## src/sv/sams_pkg.sv

```systemverilog
// ----------------------------------------------------------------------------
// sams_pkg
// shared types, codes and reset values of the stepper axis move sequencer
// ----------------------------------------------------------------------------
package sams_pkg;

  // command codes
  localparam logic [2:0] CMD_TICK  = 3'd0;
  localparam logic [2:0] CMD_GOTO  = 3'd1;
  localparam logic [2:0] CMD_RAW   = 3'd2;
  localparam logic [2:0] CMD_CAL   = 3'd3;
  localparam logic [2:0] CMD_ABORT = 3'd4;

  // result status codes
  localparam logic [2:0] STAT_STEP     = 3'd0;
  localparam logic [2:0] STAT_IDLE     = 3'd1;
  localparam logic [2:0] STAT_ACCEPTED = 3'd2;
  localparam logic [2:0] STAT_THERE    = 3'd3;
  localparam logic [2:0] STAT_UNKNOWN  = 3'd4;
  localparam logic [2:0] STAT_RANGE    = 3'd5;
  localparam logic [2:0] STAT_ABORTED  = 3'd6;

  // configuration register indexes
  localparam logic [2:0] REG_POS_MIN  = 3'd0;
  localparam logic [2:0] REG_POS_MAX  = 3'd1;
  localparam logic [2:0] REG_HOME     = 3'd2;
  localparam logic [2:0] REG_INIT_PER = 3'd3;
  localparam logic [2:0] REG_NORM_PER = 3'd4;
  localparam logic [2:0] REG_SWAP     = 3'd5;

  localparam int CFG_IDX_W  = 3;
  localparam int CFG_DATA_W = 30;
  localparam int POS_W      = 15;
  localparam int TIMING_W   = 30;
  localparam int SEG_W      = 17;

  localparam int MAX_STEPS_DEF = 8192;

  // fixed driver overhead removed from the step timing
  localparam logic [TIMING_W-1:0] TIMING_OFFSET = 30'd70000;

  localparam logic signed [POS_W-1:0] POS_MIN_RST = 15'sd0;
  localparam logic signed [POS_W-1:0] POS_MAX_RST = 15'sd1028;
  localparam logic signed [POS_W-1:0] HOME_RST    = 15'sd514;
  localparam logic [TIMING_W-1:0] INIT_BASE_RST   = 30'd6930000;
  localparam logic [TIMING_W-1:0] NORM_BASE_RST   = 30'd14930000;
  localparam logic SWAP_RST = 1'b1;

  // move sequence phase
  typedef enum logic [4:0] {
    SEQ_RAW  = 5'b00001,
    SEQ_GOTO = 5'b00010,
    SEQ_UP   = 5'b00100,
    SEQ_DOWN = 5'b01000,
    SEQ_RET  = 5'b10000
  } seq_phase_t;

  // decoded move segment
  typedef struct packed {
    logic             empty;
    logic             too_long;
    logic             dir;
    logic [SEG_W-1:0] mag;
  } seg_t;

endpackage

```

## src/sv/stepper_axis_move_sequencer.sv

```systemverilog
// ----------------------------------------------------------------------------
// stepper_axis_move_sequencer
// one stepper axis: move commands in, one PWM step setting per tick out
// ----------------------------------------------------------------------------
// usage:
//   in_* channel takes one command beat (tick, goto, raw steps, calibrate,
//   abort); out_* channel returns exactly one result beat per command beat.
//   a valid/stall handshake is used on both sides: a beat moves at a clock
//   edge where valid is high and stall is low.
//   cfg_* is a plain write port (index, data, write enable); the user must
//   write it only while the block holds no beat; this is not enforced.
// pipeline and throughput:
//   a beat is taken into an input register and processed into the output
//   register. one beat per cycle is sustained while out_stall is low; the
//   combinational step arithmetic and the axis state update lie between
//   the two registers.
// stall:
//   the input register keeps taking beats while the output register is
//   free or being emptied; with out_stall high both registers hold and
//   in_stall rises once the input register is full.
// reset:
//   synchronous, active low; clears the axis state (position unknown, no
//   move) and loads the register defaults. no clearing pass is needed.
// ----------------------------------------------------------------------------
module stepper_axis_move_sequencer
  import sams_pkg::*;
#(
  parameter int MAX_STEPS = MAX_STEPS_DEF
) (
  input  logic                        clk,
  input  logic                        rst_n,
  // configuration
  input  logic                        cfg_wr_en,
  input  logic [CFG_IDX_W-1:0]        cfg_index,
  input  logic [CFG_DATA_W-1:0]       cfg_wdata,
  // command channel
  input  logic                        in_valid,
  output logic                        in_stall,
  input  logic [2:0]                  in_cmd,
  input  logic signed [POS_W-1:0]     in_target_position,
  input  logic signed [POS_W-1:0]     in_step_count,
  // result channel
  output logic                        out_valid,
  input  logic                        out_stall,
  output logic [2:0]                  out_status,
  output logic [31:0]                 out_period_ns,
  output logic [30:0]                 out_duty_ns,
  output logic [31:0]                 out_phase_a_ns,
  output logic [31:0]                 out_phase_b_ns,
  output logic [31:0]                 out_phase_c_ns,
  output logic [31:0]                 out_phase_d_ns,
  output logic [3:0]                  out_stop_mask,
  output logic                        out_last_step,
  output logic signed [POS_W-1:0]     out_position_now,
  output logic                        out_position_valid
);

  localparam int STEP_W = $clog2(MAX_STEPS + 1);

  // --------------------------------------------------------------------------
  // segment decode: magnitude, direction and length check of a signed count
  // --------------------------------------------------------------------------
  function automatic seg_t seg_info(input logic [15:0] n);
    logic [SEG_W-1:0] nx;
    logic [SEG_W-1:0] neg;
    seg_t             s;
    nx         = {n[15], n};
    neg        = -nx;
    s.mag      = n[15] ? neg : nx;
    s.empty    = (n == '0);
    s.too_long = (s.mag > SEG_W'(MAX_STEPS));
    s.dir      = !n[15] && !s.empty;
    return s;
  endfunction

  // --------------------------------------------------------------------------
  // configuration registers; timing is stored with the offset already removed
  // --------------------------------------------------------------------------
  logic signed [POS_W-1:0] pos_min_r, pos_max_r, home_r;
  logic [TIMING_W-1:0]     base_init_r, base_norm_r;
  logic                    swap_r;
  logic [TIMING_W-1:0]     cfg_base;

  assign cfg_base = (cfg_wdata > TIMING_OFFSET) ? (cfg_wdata - TIMING_OFFSET) : '0;

  // --------------------------------------------------------------------------
  // input register
  // --------------------------------------------------------------------------
  logic                    in_vld_r;
  logic [2:0]              in_cmd_r;
  logic signed [POS_W-1:0] in_tgt_r, in_cnt_r;
  logic                    adv;
  logic                    in_take;
  logic                    out_vld_r;

  // the input beat moves on when the output register is free or emptying
  assign adv      = in_vld_r && (!out_vld_r || !out_stall);
  assign in_stall = in_vld_r && !adv;
  assign in_take  = in_valid && !in_stall;

  // --------------------------------------------------------------------------
  // axis state
  // --------------------------------------------------------------------------
  logic signed [POS_W-1:0] pos_r, pend_r, rest_r;
  logic                    known_r, active_r, dir_r;
  logic [STEP_W-1:0]       sidx_r, stot_r;
  seq_phase_t              seq_r;

  logic signed [POS_W-1:0] pos_nxt, pend_nxt, rest_nxt;
  logic                    known_nxt, active_nxt, dir_nxt;
  logic [STEP_W-1:0]       sidx_nxt, stot_nxt;
  seq_phase_t              seq_nxt, seq_mid;
  logic [2:0]              stat_nxt;
  logic                    emit, do_fin, fin_cal, go_ret;
  seg_t                    ret_v;

  // candidate segments
  logic signed [POS_W-1:0] cal_rest;
  seg_t                    seg_goto, seg_raw, seg_cal, seg_dn, seg_ret_r, seg_ret_c;

  assign cal_rest  = known_r ? pos_r : home_r;
  assign seg_goto  = seg_info({pos_r[POS_W-1], pos_r} - {in_tgt_r[POS_W-1], in_tgt_r});
  assign seg_raw   = seg_info({in_cnt_r[POS_W-1], in_cnt_r});
  assign seg_cal   = seg_info({pos_max_r[POS_W-1], pos_max_r} - {pos_min_r[POS_W-1], pos_min_r});
  assign seg_dn    = seg_info({pos_min_r[POS_W-1], pos_min_r} - {pos_max_r[POS_W-1], pos_max_r});
  assign seg_ret_r = seg_info({pos_max_r[POS_W-1], pos_max_r} - {rest_r[POS_W-1], rest_r});
  assign seg_ret_c = seg_info({pos_max_r[POS_W-1], pos_max_r} - {cal_rest[POS_W-1], cal_rest});

  // --------------------------------------------------------------------------
  // step timing of the current step
  // --------------------------------------------------------------------------
  logic [STEP_W:0]     s_ext, t_ext;
  logic                terminal, ramp4, ramp2;
  logic [TIMING_W-1:0] base_sel;
  logic [31:0]         per;
  logic [29:0]         q;
  logic [30:0]         duty, q2;
  logic [31:0]         q3;
  logic [1:0]          half_rem;
  logic                late_stop;
  logic [31:0]         ph [4];

  assign s_ext    = {1'b0, sidx_r};
  assign t_ext    = {1'b0, stot_r};
  assign terminal = (s_ext + (STEP_W+1)'(1)) == t_ext;
  // x4 on the two outer steps at each end, x2 on the first four steps and the last five
  assign ramp4    = (s_ext < (STEP_W+1)'(2)) || ((s_ext + (STEP_W+1)'(2)) >= t_ext);
  assign ramp2    = (s_ext < (STEP_W+1)'(4)) || ((s_ext + (STEP_W+1)'(5)) >= t_ext);
  assign base_sel = ((seq_r == SEQ_UP) || (seq_r == SEQ_DOWN)) ? base_init_r : base_norm_r;

  always_comb begin
    priority if (ramp4) begin
      per = {base_sel, 2'b00};
    end else if (ramp2) begin
      per = {1'b0, base_sel, 1'b0};
    end else begin
      per = {2'b00, base_sel};
    end
  end

  assign q    = per[31:2];
  assign duty = per[31:1];
  assign q2   = {q, 1'b0};
  assign q3   = {2'b00, q} + {1'b0, q2};

  // only the three-quarter offset can overrun the period:
  // 3*floor(p/4) + floor(p/2) > p  <=>  floor(p/4) > ceil((p mod 4)/2)
  assign half_rem  = {1'b0, per[1]} + {1'b0, per[0]};
  assign late_stop = !terminal && (q > 30'(half_rem));

  always_comb begin
    if (dir_r) begin
      ph[0] = '0;
      ph[1] = {2'b00, q};
      ph[2] = {1'b0, q2};
      ph[3] = q3;
    end else begin
      ph[0] = q3;
      ph[1] = {1'b0, q2};
      ph[2] = {2'b00, q};
      ph[3] = '0;
    end
  end

  // --------------------------------------------------------------------------
  // command decode and segment sequencing
  // --------------------------------------------------------------------------
  always_comb begin
    pos_nxt    = pos_r;
    known_nxt  = known_r;
    active_nxt = active_r;
    dir_nxt    = dir_r;
    sidx_nxt   = sidx_r;
    stot_nxt   = stot_r;
    seq_nxt    = seq_r;
    pend_nxt   = pend_r;
    rest_nxt   = rest_r;
    stat_nxt   = STAT_IDLE;
    emit       = 1'b0;
    do_fin     = 1'b0;
    fin_cal    = 1'b0;
    go_ret     = 1'b0;

    priority if (in_cmd_r == CMD_ABORT) begin
      active_nxt = 1'b0;
      known_nxt  = 1'b0;
      stat_nxt   = STAT_ABORTED;
    end else if (active_r || (in_cmd_r == CMD_TICK) || (in_cmd_r > CMD_ABORT)) begin
      // busy commands and unknown codes count as ticks
      if (active_r) begin
        emit     = 1'b1;
        stat_nxt = STAT_STEP;
        sidx_nxt = sidx_r + STEP_W'(1);
        do_fin   = terminal;
      end
    end else if (in_cmd_r == CMD_GOTO) begin
      priority if (!known_r) begin
        stat_nxt = STAT_UNKNOWN;
      end else if ((in_tgt_r < pos_min_r) || (in_tgt_r > pos_max_r)) begin
        stat_nxt = STAT_RANGE;
      end else if (pos_r == in_tgt_r) begin
        stat_nxt = STAT_THERE;
      end else begin
        known_nxt = 1'b0;
        seq_nxt   = SEQ_GOTO;
        pend_nxt  = in_tgt_r;
        if (seg_goto.too_long) begin
          stat_nxt = STAT_RANGE;
        end else begin
          dir_nxt    = seg_goto.dir;
          stot_nxt   = STEP_W'(seg_goto.mag);
          sidx_nxt   = '0;
          active_nxt = 1'b1;
          stat_nxt   = STAT_ACCEPTED;
        end
      end
    end else if (in_cmd_r == CMD_RAW) begin
      known_nxt = 1'b0;
      seq_nxt   = SEQ_RAW;
      priority if (seg_raw.too_long) begin
        stat_nxt = STAT_RANGE;
      end else if (seg_raw.empty) begin
        stat_nxt = STAT_THERE;
      end else begin
        dir_nxt    = seg_raw.dir;
        stot_nxt   = STEP_W'(seg_raw.mag);
        sidx_nxt   = '0;
        active_nxt = 1'b1;
        stat_nxt   = STAT_ACCEPTED;
      end
    end else begin
      // calibrate: sweep up by the span, back down, then return to rest
      rest_nxt  = cal_rest;
      known_nxt = 1'b0;
      seq_nxt   = SEQ_UP;
      if (seg_cal.too_long) begin
        active_nxt = 1'b0;
        stat_nxt   = STAT_RANGE;
      end else begin
        if (seg_cal.empty) begin
          do_fin  = 1'b1;
          fin_cal = 1'b1;
        end else begin
          dir_nxt    = seg_cal.dir;
          stot_nxt   = STEP_W'(seg_cal.mag);
          sidx_nxt   = '0;
          active_nxt = 1'b1;
        end
        stat_nxt = STAT_ACCEPTED;
      end
    end

    // end of segment: advance the sequence, skipping empty segments
    seq_mid = seq_nxt;
    ret_v   = fin_cal ? seg_ret_c : seg_ret_r;
    if (do_fin) begin
      unique case (seq_mid)
        SEQ_GOTO: begin
          pos_nxt    = pend_nxt;
          known_nxt  = 1'b1;
          active_nxt = 1'b0;
        end
        SEQ_UP: begin
          seq_nxt = SEQ_DOWN;
          priority if (seg_dn.too_long) begin
            active_nxt = 1'b0;
          end else if (!seg_dn.empty) begin
            dir_nxt    = seg_dn.dir;
            stot_nxt   = STEP_W'(seg_dn.mag);
            sidx_nxt   = '0;
            active_nxt = 1'b1;
          end else begin
            go_ret = 1'b1;
          end
        end
        SEQ_DOWN: begin
          go_ret = 1'b1;
        end
        SEQ_RET: begin
          pos_nxt    = rest_nxt;
          known_nxt  = 1'b1;
          active_nxt = 1'b0;
        end
        default: begin
          active_nxt = 1'b0;
        end
      endcase

      // bottom of the sweep is taken as pos_max, then return
      if (go_ret) begin
        pos_nxt = pos_max_r;
        seq_nxt = SEQ_RET;
        priority if (ret_v.too_long) begin
          active_nxt = 1'b0;
        end else if (!ret_v.empty) begin
          dir_nxt    = ret_v.dir;
          stot_nxt   = STEP_W'(ret_v.mag);
          sidx_nxt   = '0;
          active_nxt = 1'b1;
        end else begin
          pos_nxt    = rest_nxt;
          known_nxt  = 1'b1;
          active_nxt = 1'b0;
        end
      end
    end
  end

  // --------------------------------------------------------------------------
  // result payload
  // --------------------------------------------------------------------------
  logic [31:0] per_nxt, pha_nxt, phb_nxt, phc_nxt, phd_nxt;
  logic [30:0] duty_nxt;
  logic [3:0]  mask_nxt;
  logic        last_nxt;

  // channels 1 and 3 trade places on swapped wiring
  assign per_nxt  = emit ? per : '0;
  assign duty_nxt = emit ? duty : '0;
  assign pha_nxt  = emit ? ph[0] : '0;
  assign phb_nxt  = emit ? (swap_r ? ph[3] : ph[1]) : '0;
  assign phc_nxt  = emit ? ph[2] : '0;
  assign phd_nxt  = emit ? (swap_r ? ph[1] : ph[3]) : '0;
  assign last_nxt = emit && terminal;
  assign mask_nxt = emit ? {late_stop && dir_r && !swap_r,
                            1'b0,
                            late_stop && dir_r && swap_r,
                            late_stop && !dir_r} : '0;

  // --------------------------------------------------------------------------
  // registers
  // --------------------------------------------------------------------------
  logic [2:0]              out_status_r;
  logic [31:0]             out_period_r, out_pha_r, out_phb_r, out_phc_r, out_phd_r;
  logic [30:0]             out_duty_r;
  logic [3:0]              out_mask_r;
  logic                    out_last_r, out_pvalid_r;
  logic signed [POS_W-1:0] out_pos_r;

  always_ff @(posedge clk) begin
    if (!rst_n) begin
      pos_min_r   <= POS_MIN_RST;
      pos_max_r   <= POS_MAX_RST;
      home_r      <= HOME_RST;
      base_init_r <= INIT_BASE_RST;
      base_norm_r <= NORM_BASE_RST;
      swap_r      <= SWAP_RST;
    end else if (cfg_wr_en) begin
      unique case (cfg_index)
        REG_POS_MIN:  pos_min_r   <= cfg_wdata[POS_W-1:0];
        REG_POS_MAX:  pos_max_r   <= cfg_wdata[POS_W-1:0];
        REG_HOME:     home_r      <= cfg_wdata[POS_W-1:0];
        REG_INIT_PER: base_init_r <= cfg_base;
        REG_NORM_PER: base_norm_r <= cfg_base;
        REG_SWAP:     swap_r      <= cfg_wdata[0];
        default: begin
        end
      endcase
    end
  end

  always_ff @(posedge clk) begin
    if (!rst_n) begin
      in_vld_r  <= 1'b0;
      out_vld_r <= 1'b0;
      pos_r     <= '0;
      known_r   <= 1'b0;
      active_r  <= 1'b0;
      dir_r     <= 1'b0;
      sidx_r    <= '0;
      stot_r    <= '0;
      seq_r     <= SEQ_RAW;
      pend_r    <= '0;
      rest_r    <= '0;
    end else begin
      if (in_take) begin
        in_vld_r <= 1'b1;
      end else if (adv) begin
        in_vld_r <= 1'b0;
      end

      if (adv) begin
        out_vld_r <= 1'b1;
      end else if (!out_stall) begin
        out_vld_r <= 1'b0;
      end

      if (adv) begin
        pos_r    <= pos_nxt;
        known_r  <= known_nxt;
        active_r <= active_nxt;
        dir_r    <= dir_nxt;
        sidx_r   <= sidx_nxt;
        stot_r   <= stot_nxt;
        seq_r    <= seq_nxt;
        pend_r   <= pend_nxt;
        rest_r   <= rest_nxt;
      end
    end
  end

  // payload registers
  always_ff @(posedge clk) begin
    if (in_take) begin
      in_cmd_r <= in_cmd;
      in_tgt_r <= in_target_position;
      in_cnt_r <= in_step_count;
    end
    if (adv) begin
      out_status_r <= stat_nxt;
      out_period_r <= per_nxt;
      out_duty_r   <= duty_nxt;
      out_pha_r    <= pha_nxt;
      out_phb_r    <= phb_nxt;
      out_phc_r    <= phc_nxt;
      out_phd_r    <= phd_nxt;
      out_mask_r   <= mask_nxt;
      out_last_r   <= last_nxt;
      out_pos_r    <= pos_nxt;
      out_pvalid_r <= known_nxt;
    end
  end

  assign out_valid          = out_vld_r;
  assign out_status         = out_status_r;
  assign out_period_ns      = out_period_r;
  assign out_duty_ns        = out_duty_r;
  assign out_phase_a_ns     = out_pha_r;
  assign out_phase_b_ns     = out_phb_r;
  assign out_phase_c_ns     = out_phc_r;
  assign out_phase_d_ns     = out_phd_r;
  assign out_stop_mask      = out_mask_r;
  assign out_last_step      = out_last_r;
  assign out_position_now   = out_pos_r;
  assign out_position_valid = out_pvalid_r;

  // --------------------------------------------------------------------------
  // assertions
  // --------------------------------------------------------------------------
  // a known position is only ever claimed with the axis at rest
  a_known_at_rest: assert property (@(posedge clk) disable iff (!rst_n)
    known_r |-> !active_r)
    else $error("position known while a move is active");

  // a running segment always has a step left to issue
  a_step_in_range: assert property (@(posedge clk) disable iff (!rst_n)
    active_r |-> (sidx_r < stot_r))
    else $error("step index ran past segment length");

  // only step results carry a PWM setting
  a_no_pwm_off_step: assert property (@(posedge clk) disable iff (!rst_n)
    (out_vld_r && (out_status_r != STAT_STEP)) |->
      ((out_period_r == '0) && (out_mask_r == '0) && !out_last_r))
    else $error("PWM setting on a non-step result");

endmodule
```

## config.mk

```make
export PLATFORM = sky130hd
export DESIGN_NAME = stepper_axis_move_sequencer
export DESIGN_NICKNAME = d
export VERILOG_FILES = /design/src/sv/sams_pkg.sv /design/src/sv/stepper_axis_move_sequencer.sv
export SDC_FILE = /design/constraint.sdc
export NUM_CORES = 1
export LEC_CHECK = 0
export ABC_AREA = 0
export BUFFER_PORTS_ARGS = -buffer_cell sky130_fd_sc_hd__buf_2
export CELL_PAD_IN_SITES_DETAIL_PLACEMENT = 1
export CELL_PAD_IN_SITES_GLOBAL_PLACEMENT = 1
export CORE_UTILIZATION = 49
export DETAILED_ROUTE_END_ITERATION = 16
export PLACE_DENSITY_LB_ADDON = 0.1
export SYNTH_ARGS = -nofsm -noshare
export SYNTH_HDL_FRONTEND = slang
export SYNTH_SLANG_ARGS = --single-unit
```

## constraint.sdc

```tcl
create_clock -name clk -period 16.35 [get_ports clk]
set_clock_uncertainty 0.1 [all_clocks]
set_input_delay 1.635 -clock clk [delete_from_list [all_inputs] [get_ports clk]]
set_output_delay 1.635 -clock clk [all_outputs]
set_load 0.02 [all_outputs]
```

## Yosys cells after proc, flatten, opt, wreduce, memory -nomap -nowiden

Cells that the tools add are included.

- Register bits: 437
- Output and inout port bits: 217
- Input bits: 71

- Multiplexer cells: 159
- Bitwise operators: 1
- Equality and inequality tests: 17
- Reductions and logical operators: 59
- Add/sub/neg operators: 18
- $lt $le $gt $ge: 15

Operators with widths:

| cell | count |
|---|---|
| $mux 14 | 39 |
| $mux 15 | 15 |
| $gt 17x14->1 const B | 6 |
| $mux 17 | 6 |
| $neg 17->17 | 6 |
| $logic_not 16->1 | 6 |
| $mux 32 | 3 |
| $mux 95 | 1 |
| $sub 15x15->16 | 5 |
| $mux 1 | 69 |
| $mux 30 | 2 |
| $mux 5 | 9 |
| $add 30x31->32 | 1 |
| $mux 31 | 1 |
| $ge 15x14->1 | 2 |
| $gt 30x17->1 const B | 1 |
| $gt 30x2->1 | 1 |
| $mux 3 | 10 |
| $pmux 15 s2 | 1 |
| $sub 30x17->30 const B | 1 |
| $mux 20 | 1 |
| $logic_not 1->1 | 19 |
| $add 14x1->15 const B | 1 |
| $add 14x2->15 const B | 1 |
| other kinds (26) | 62 |

## Longest topological paths before layout

Gate-level depths: netlist of the first run.

- Depth after elaboration: 18
- Mapped depth: 35
- Gate-level depth less buffers: 33

## Least setup slack after synthesis of the first run

OpenSTA, ideal clock, no wires.

- Path type: input-to-reg
- From: input out_stall
- To: register out_last_r, in the netlist out_last_step, enable pin
- Slack: 8.374 ns
- Data required time: 15.635 ns
- Arrival: 7.261 ns
- Cell stages on the path: 5
- Library setup time: 0.615 ns
- Cell sequence: nand2_1 nand2_1 inv_1 clkbuf_1 clkbuf_1

- Cells in the longest elaborated chain, start to end: 3

Ends and longest elaborated chain:

| item | RTL line | text |
|---|---|---|
| start, declared | stepper_axis_move_sequencer.sv:44 | `input logic out_stall,` |
| $logic_not 1->1 | - |  |
| $logic_or 1x1->1 | stepper_axis_move_sequencer.sv:97 | `assign adv = in_vld_r && (!out_vld_r \|\| !out_stall);` |
| $logic_and 1x1->1 | stepper_axis_move_sequencer.sv:97 |  |
| net adv | stepper_axis_move_sequencer.sv:92 | `logic adv;` |
| end signal, assigned | stepper_axis_move_sequencer.sv:438 | `out_last_r <= last_nxt;` |
| end, declared | stepper_axis_move_sequencer.sv:357 | `logic out_last_r, out_pvalid_r;` |

The timed path passes the listed nets, and every way through them passes these cells.
A chain may end at the register's enable or synchronous reset.

## Final worst setup path of the first run

- From: register sidx_r[6]
- To: register out_phd_r[29], in the netlist out_phase_d_ns[29], data pin

- Cells in the longest elaborated chain, start to end: 8
- Elaborated cells between the ends (all ways): 13
- Those cells by class: add/sub (3); order compare (4); mux (4); reduce/logical (2)

Ends and longest elaborated chain:

| item | RTL line | text |
|---|---|---|
| start, declared | stepper_axis_move_sequencer.sv:106 | `logic [STEP_W-1:0] sidx_r, stot_r;` |
| start signal, assigned | stepper_axis_move_sequencer.sv:413 | `sidx_r <= sidx_nxt;` |
| $add 14x3->15 | stepper_axis_move_sequencer.sv:148 | `assign ramp2 = (s_ext < (STEP_W+1)'(4)) \|\| ((s_ext + (STEP_W+1)'(5)) >= t_ext);` |
| $ge 15x14->1 | stepper_axis_move_sequencer.sv:148 |  |
| $logic_or 1x1->1 | stepper_axis_move_sequencer.sv:148 |  |
| $mux 31 | stepper_axis_move_sequencer.sv:154 | `end else if (ramp2) begin` |
| $mux 32 * | stepper_axis_move_sequencer.sv:152 | `priority if (ramp4) begin` |
| net per[3] | stepper_axis_move_sequencer.sv:135 | `logic [31:0] per;` |
| $add 30x31->32 * | stepper_axis_move_sequencer.sv:164 | `assign q3 = {2'b00, q} + {1'b0, q2};` |
| $mux 95 * | stepper_axis_move_sequencer.sv:172 | `if (dir_r) begin` |
| $mux 32 * | stepper_axis_move_sequencer.sv:343 | `assign phd_nxt = emit ? (swap_r ? ph[1] : ph[3]) : '0;` |
| end signal, assigned | stepper_axis_move_sequencer.sv:436 | `out_phd_r <= phd_nxt;` |
| end, declared | stepper_axis_move_sequencer.sv:354 | `logic [31:0] out_period_r, out_pha_r, out_phb_r, out_phc_r, out_phd_r;` |

The timed path passes the listed nets; every way through them passes the cells marked *.

==> out/results.txt, run 1 <==
Area of the die: 65300 sq um
Final setup viols: 0
Critical Path End Type: flip-flop
Unrepaired setup endpoints after global routing: false
Int Power: 1.93 mW
CP max stage delay: 0.59 ns
Post-synth top area cell: edfxtp_1
Flops & latches, synth: 402
Leakage: 14.2 nW
Initial antenna violation count: 0
Worst Max-Slew Pin Slew: 1.25 ns
First-pass DRT Iterations: 5
Core Util, Final: 55.1%
Worst Hold Launch: base_init_r[8]
Top post-synthesis cells by area: edfxtp_1 20%, dfxtp_1 12%, ha_1 7.9%, a21oi_1 5.2%, nor2_1 5.1%
Fin crit share: 50.7%
Critical Path Most Common Cell: o21ai_0
Placer Congestion: 0.965
Area Overhead vs Synth: 10.8%
CP Depth: 32
Fraction of layout cells with a size suffix above 1: 12.4%
Total CTS buffers: 47
Cell variety after synth: 107
Post-synth EDFFs: 213
Chip height: 256 um
Cell Rows: 92
# IOs: 288
Post_cts resized: 0
FILL cells: 7720
Post-DR vias/cell: 6.40
Min Tclk post-route: 8.28 ns
Max Slew Vio Count: 0
Sequential Power Share: 39.2%
Die W: 256 um
R2R depth: 32
IO buf count: 285
YS warnings: 0
First-pass GRT wire length: 186 mm
DRC: 0
Syn Inst Count: 3846
Post-synth ARST share: 0%
TritonCTS clock tree: done
Sw frac: 33.5%
Vias: 31122
Post-synthesis sequential area ratio: 32.3%
Post-CTS setup buffer count: 0
Clock power frac: 37.0%
Hpwl dp: 92.9 mm
Slew margin rel.: 16.5%
WL/cell: 25.4 um
Max-Cap Viols: 0
Clock sinks: 402
Clk buf depth: 3
CORE AREA: 63300 sq um
Setup crit start: sidx_r[6]
Worst Setup Start Kind: flip-flop
Clk Latency, worst-skew pair: 0.62 ns
Worst Path Required: 16.60 ns
Worst vdd ir: 0.0781 mV
Maximum clock rate: 0.121 GHz
Clk slew on worst S/H paths: 0.06 ns
Final WL: 123 mm
DR iter-0 viols: 3208
Psw: 969 uW
Flop2flop setup slack: 8.07 ns
Most common cell after layout, fill and taps aside: nor2_1
Root Buffer: clkbuf_16
Area fraction of the dominant cell type after synthesis: 20.3%
Slowest cell on the critical path: dfxtp_1
All-layer global routing usage: 36.5%
FF-to-FF End: out_phase_d_ns[29]
CTS Hold Bufs: 0
Commonest cells after routing, fill and taps aside: 431 x nor2_1, 414 x nand2_1, 329 x a21oi_1
Largest net degree at the start of global routing: 78
Total grt overflow: 0
Nets: 4252
Reg-to-reg startpoint: sidx_r[6]
Combinational power share: 23.8%
Fin. Hold Viols: 0
Post-Syn Area: 31500 sq um
Final ANT Viol Nets: 0
Main synth FF type: edfxtp_1
CP Capture Point: out_phase_d_ns[29]
Initial Util: 49.8%
Status: finished clean
CP Max Fanout: 33
Synthesized area per cell: 8.19 sq um
Cell family with most CP delay: compound AO/OA/AOI/OAI gates
Max H-tree Level: 2
Vias in the first global route: 29899
Setup TNS: 0 ns
Worst EP arrival: 8.54 ns
Crit path buffers/inverters: 3
Power Density: 82.9 nW/um^2
Hold WC Path Type: reg2reg
Critical path class: reg2reg
-- cells by family after synthesis --
logic type,count (synthesis),share of synthesized area (%)
simple gates,1403,20.9
compound gates,1088,23.3
buf+inv,421,5.52
flops,402,32.3
xor+xnor,210,5.91
fa+ha+maj,205,8.29
mux,116,3.73
other cells,1,0.0119
-- worst register-to-register path, delay by kind of cell, from the launching register on --
| family | cells | cell delay, ns |
|---|---|---|
| AO/OA/AOI/OAI | 16 | 3.92 |
| XOR/XNOR | 2 | 0.43 |
| adder cells (fa/ha/maj) | 3 | 0.76 |
| buffers and inverters | 3 | 0.66 |
| flip-flops | 1 | 0.59 |
| multiplexers | 1 | 0.23 |
| AND/OR/NAND/NOR | 7 | 1.36 |
-- synthesized netlist by cell type, drive strengths merged (37+ instances only) --
library cell / instances
nand3: 93
edfxtp: 213
xnor2: 119
nand2b: 46
o21ai: 172
buf: 65
nor3: 110
clkbuf: 192
mux2i: 106
a21oi: 329
o211ai: 50
nand2: 418
or3: 37
nor2b: 37
xor2: 91
nor2: 432
a21o: 48
dfxtp: 189
a211oi: 76
ha: 199
o21a: 38
inv: 163
o31ai: 40
-- per-layer routing --
| metal | global-route usage, % | vias up | routed length (um) |
|---|---|---|---|
| li1 | - | 14275 | - |
| met5 | 0 | - | 0 |
| met1 | 51.1 | 15337 | 53700 |
| met4 | 13.4 | 0 | 4860 |
| met2 | 57.0 | 1268 | 54800 |
| met3 | 5.48 | 242 | 9910 |
-- area by class of cell --
| cell class | count | area, sq um | area share [%] |
|---|---|---|---|
| repair buffers | 337 | 1820 | 5.21 |
| multi-input cells | 3024 | 19700 | 56.3 |
| clock buffers | 65 | 1340 | 3.83 |
| inverters | 164 | 626 | 1.79 |
| clock inverters | 22 | 213 | 0.610 |
| flip-flops and latches | 402 | 10200 | 29.2 |
| diodes | 1 | 2.50 | 0.00717 |
| well taps | 846 | 1060 | 3.03 |
-- registers in the layout, indices dropped and copies added (netlist names), 5 cells and up --
register,cells
stot_r,14
out_phase_a_ns,32
pos_min_r,15
in_tgt_r,15
out_phase_c_ns,30
out_phase_d_ns,31
pend_r,15
pos_max_r,15
out_period_ns,32
base_norm_r,30
seq_r,5
sidx_r,14
out_phase_b_ns,32
home_r,15
out_position_now,15
base_init_r,30
pos_r,15
rest_r,15
in_cnt_r,15
-- through the flow --
step	power (mW)	hold WS, ns	instances	instance area [sq um]	setup WS (ns)
after global routing	2.99	0.370	4860	34900	7.48
after detailed placement	1.82	0.348	4773	33300	8.33
after global placement	1.81	0.341	4773	33300	8.56
after floorplan	1.60	0.336	3847	31500	8.37
after CTS	2.89	0.356	4860	34900	8.23
final	2.89	0.354	4861	34900	8.07
-- power groups by stage --
stage          Combinational (mW)  Sequential [mW]  Clock [mW]
3_3_place_gp                0.656             1.15           0
2_1_floorplan               0.435             1.17           0
5_1_grt                     0.735             1.14        1.11
4_1_cts                     0.672             1.13        1.08
6_report                    0.689             1.14        1.07
3_5_place_dp                0.667             1.16           0
-- worst min path at each step --
| stage | end | slack (ns) | depth (start not counted) |
|---|---|---|---|
| global placement | base_init_r[1] | 0.34 | 2 |
| global route | base_init_r[5] | 0.37 | 2 |
| CTS | base_init_r[1] | 0.36 | 2 |
| detailed placement | base_init_r[1] | 0.35 | 2 |
| finish | base_init_r[8] | 0.35 | 2 |
| floorplan | base_init_r[0] | 0.34 | 2 |
Note: power is estimated with default switching activity, not from simulation.
==> inputs of run 2 (changes only) <==
Settings changed: ABC_AREA 0 to 1, CORE_UTILIZATION 49 to 40.
Clock period 16.35 ns to 7.2 ns, I/O delays scaled along.
==> run 2 against run 1 <==
  * Total power rose to 3.3 times the previous value
  * Cell area increased by 2.6%
  * Hold slack worse by 0.18 ns
  * Via count up 5.6%
  * Setup slack worse by 7.4 ns
  * Critical path depth is 9 higher
  * Die area is 24% higher
  * Utilization shrank 9.9 points
  * Clock-buffer cell count decreased by 5
  * Critical endpoint unchanged
  * Largest cell class unchanged
  * Highest routed layer unchanged
==> out/results.txt, run 2 <==
Clk buf depth: 3
CP max stage delay: 0.43 ns
Slew margin rel.: 26.0%
Syn Inst Count: 4742
Worst EP arrival: 6.78 ns
Status: finished clean
Worst Path Required: 7.43 ns
Fraction of layout cells with a size suffix above 1: 11.7%
CORE AREA: 79100 sq um
Worst vdd ir: 0.184 mV
TritonCTS clock tree: done
Area of the die: 81200 sq um
Hold depth: 1
Worst Max-Slew Pin Slew: 1.10 ns
Placer Congestion: 0.931
Hold Crit Endpoint: in_cnt_r[7]
Clk Latency, worst-skew pair: 0.63 ns
Post-DR vias/cell: 5.47
FF-to-FF End: out_phase_d_ns[29]
WL/cell: 21.8 um
Area fraction of the dominant cell type after synthesis: 20.0%
Root Buffer: clkbuf_16
Post-Syn Area: 32000 sq um
Main synth FF type: edfxtp_1
Crit path buffers/inverters: 6
Final ANT Viol Nets: 0
Nets: 5189
Synth top cells by count: 1188 x nand2_1, 616 x inv_1, 399 x o21ai_0
Slowest cell on the critical path: dfxtp_2
Vias: 32859
Setup TNS: 0 ns
Total CTS buffers: 49
Clock sinks: 402
Clk slew on worst S/H paths: 0.06 ns
Synthesized area per cell: 6.76 sq um
Placed cell area: 34100 sq um
Final WS setup: 0.650 ns
Post-synth ARST share: 0%
Min Tclk post-route: 6.55 ns
Vias in the first global route: 32309
CP Max Fanout: 27
Commonest cells after routing, fill and taps aside: 1187 x nand2_1, 613 x inv_1, 399 x o21ai_0
Max H-tree Level: 2
Flop2flop setup slack: 0.65 ns
Power Density: 266 nW/um^2
Final hold slack: 0.172 ns
DRC: 0
Total grt overflow: 0
Critical Path Most Common Cell: nand2_1
Cell Rows: 103
Post-synthesis sequential area ratio: 31.8%
Max-Cap Viols: 0
Max Slew Vio Count: 0
Initial Util: 40.5%
Cell family with most CP delay: compound AO/OA/AOI/OAI gates
First-pass GRT wire length: 199 mm
Final WL: 131 mm
Hpwl dp: 103 mm
First-pass DRT Iterations: 5
Reg-to-reg startpoint: sidx_r[1]
Fin crit share: 91.0%
Count leader, synth: nand2_1
Flops & latches, synth: 402
Post-synth EDFFs: 213
Critical path class: reg2reg
CTS Hold Bufs: 0
Post-Place Worst Slack: -0.0222 ns
Worst Setup Start Kind: flip-flop
Chip height: 285 um
Leakage: 17.4 nW
Critical Path End Type: flip-flop
DR iter-0 viols: 2529
Worst Hold Launch: in_step_count[7]
R2R depth: 41
Final setup viols: 0
Largest net degree at the start of global routing: 168
All-layer global routing usage: 31.6%
Post-synth top area cell: edfxtp_1
Unrepaired setup endpoints after global routing: false
Die W: 285 um
Area Overhead vs Synth: 11.8%
Initial antenna violation count: 3
Hold WC Path Type: in2reg
Fin. Hold Viols: 0
Core Util, Final: 45.3%
Cell variety after synth: 64
Final Cell Area: 35800 sq um
IO buf count: 285
Most common cell after layout, fill and taps aside: nand2_1
# IOs: 288
Maximum clock rate: 0.153 GHz
Top post-synthesis cells by area: edfxtp_1 20%, nand2_1 14%, dfxtp_1 12%, ha_1 7.8%, inv_1 7.2%
YS warnings: 0
run 2: where the power goes:
part / internal (mW) / total, mW / leakage, nW / switching (mW)
combinational: 1.27 / 4.35 / 13.0 / 3.08
sequential: 2.54 / 2.64 / 3.66 / 0.0976
clock: 1.43 / 2.55 / 0.783 / 1.12
run 2: worst max-delay path by stage:
stage	from	endpoint	slack [ns]	cells after the start
CTS	sidx_r[1]	out_phase_d_ns[29]	0.06	41
floorplan	out_stall	sidx_r[10]	0.17	6
global route	sidx_r[1]	out_phase_d_ns[29]	0.03	41
global placement	sidx_r[1]	out_phase_b_ns[29]	0.15	37
finish	sidx_r[1]	out_phase_d_ns[29]	0.65	41
detailed placement	sidx_r[1]	out_phase_d_ns[29]	-0.02	37
run 2: what timing repair did:
item,in CTS,in global routing
setup endpoints to repair,2,28
resized for setup,1,18
setup buffers,0,1
pin swaps,0,1
gates cloned,0,0
run 2: kinds of logic (layout without fill, tap and decap cells):
family                     after synthesis  in the layout  share of synthesized area [%]
adders and majority gates              205            205                           8.15
AOI/OAI and AO/OA                      932            932                           15.7
buffers and inverters                  875           1085                           11.0
muxes                                   10             10                          0.312
and+or+nand+nor                       2188           2188                           29.3
xor gates and xnor gates               129            129                           3.69
DFF                                    402            402                           31.8
other                                    1              4                         0.0117
run 2: metrics by stage:
stage,std cells,total power [mW]
4_1_cts,6002,9.48
5_1_grt,6003,10.1
3_3_place_gp,5911,6.82
6_report,6005,9.53
2_1_floorplan,4743,5.60
3_5_place_dp,5911,6.91
run 2: layout make-up:
cell class	count	area, sq um
clock inverter	31	310
tap	1050	1310
antenna	2	5.00
fill	10469	43300
inverter	654	2460
multi-input combinational	3466	18400
timing repair buffer	340	1860
sequential	402	10200
clock buffer	60	1290
run 2: metal layers:
metal  GRT usage, %  wire length, um  part of all wire (%)
met1           44.3            61300                    47
met5              0                0                     0
met2           51.5            60300                    46
met3           2.98             5650                   4.3
met4           8.84             3780                   2.9
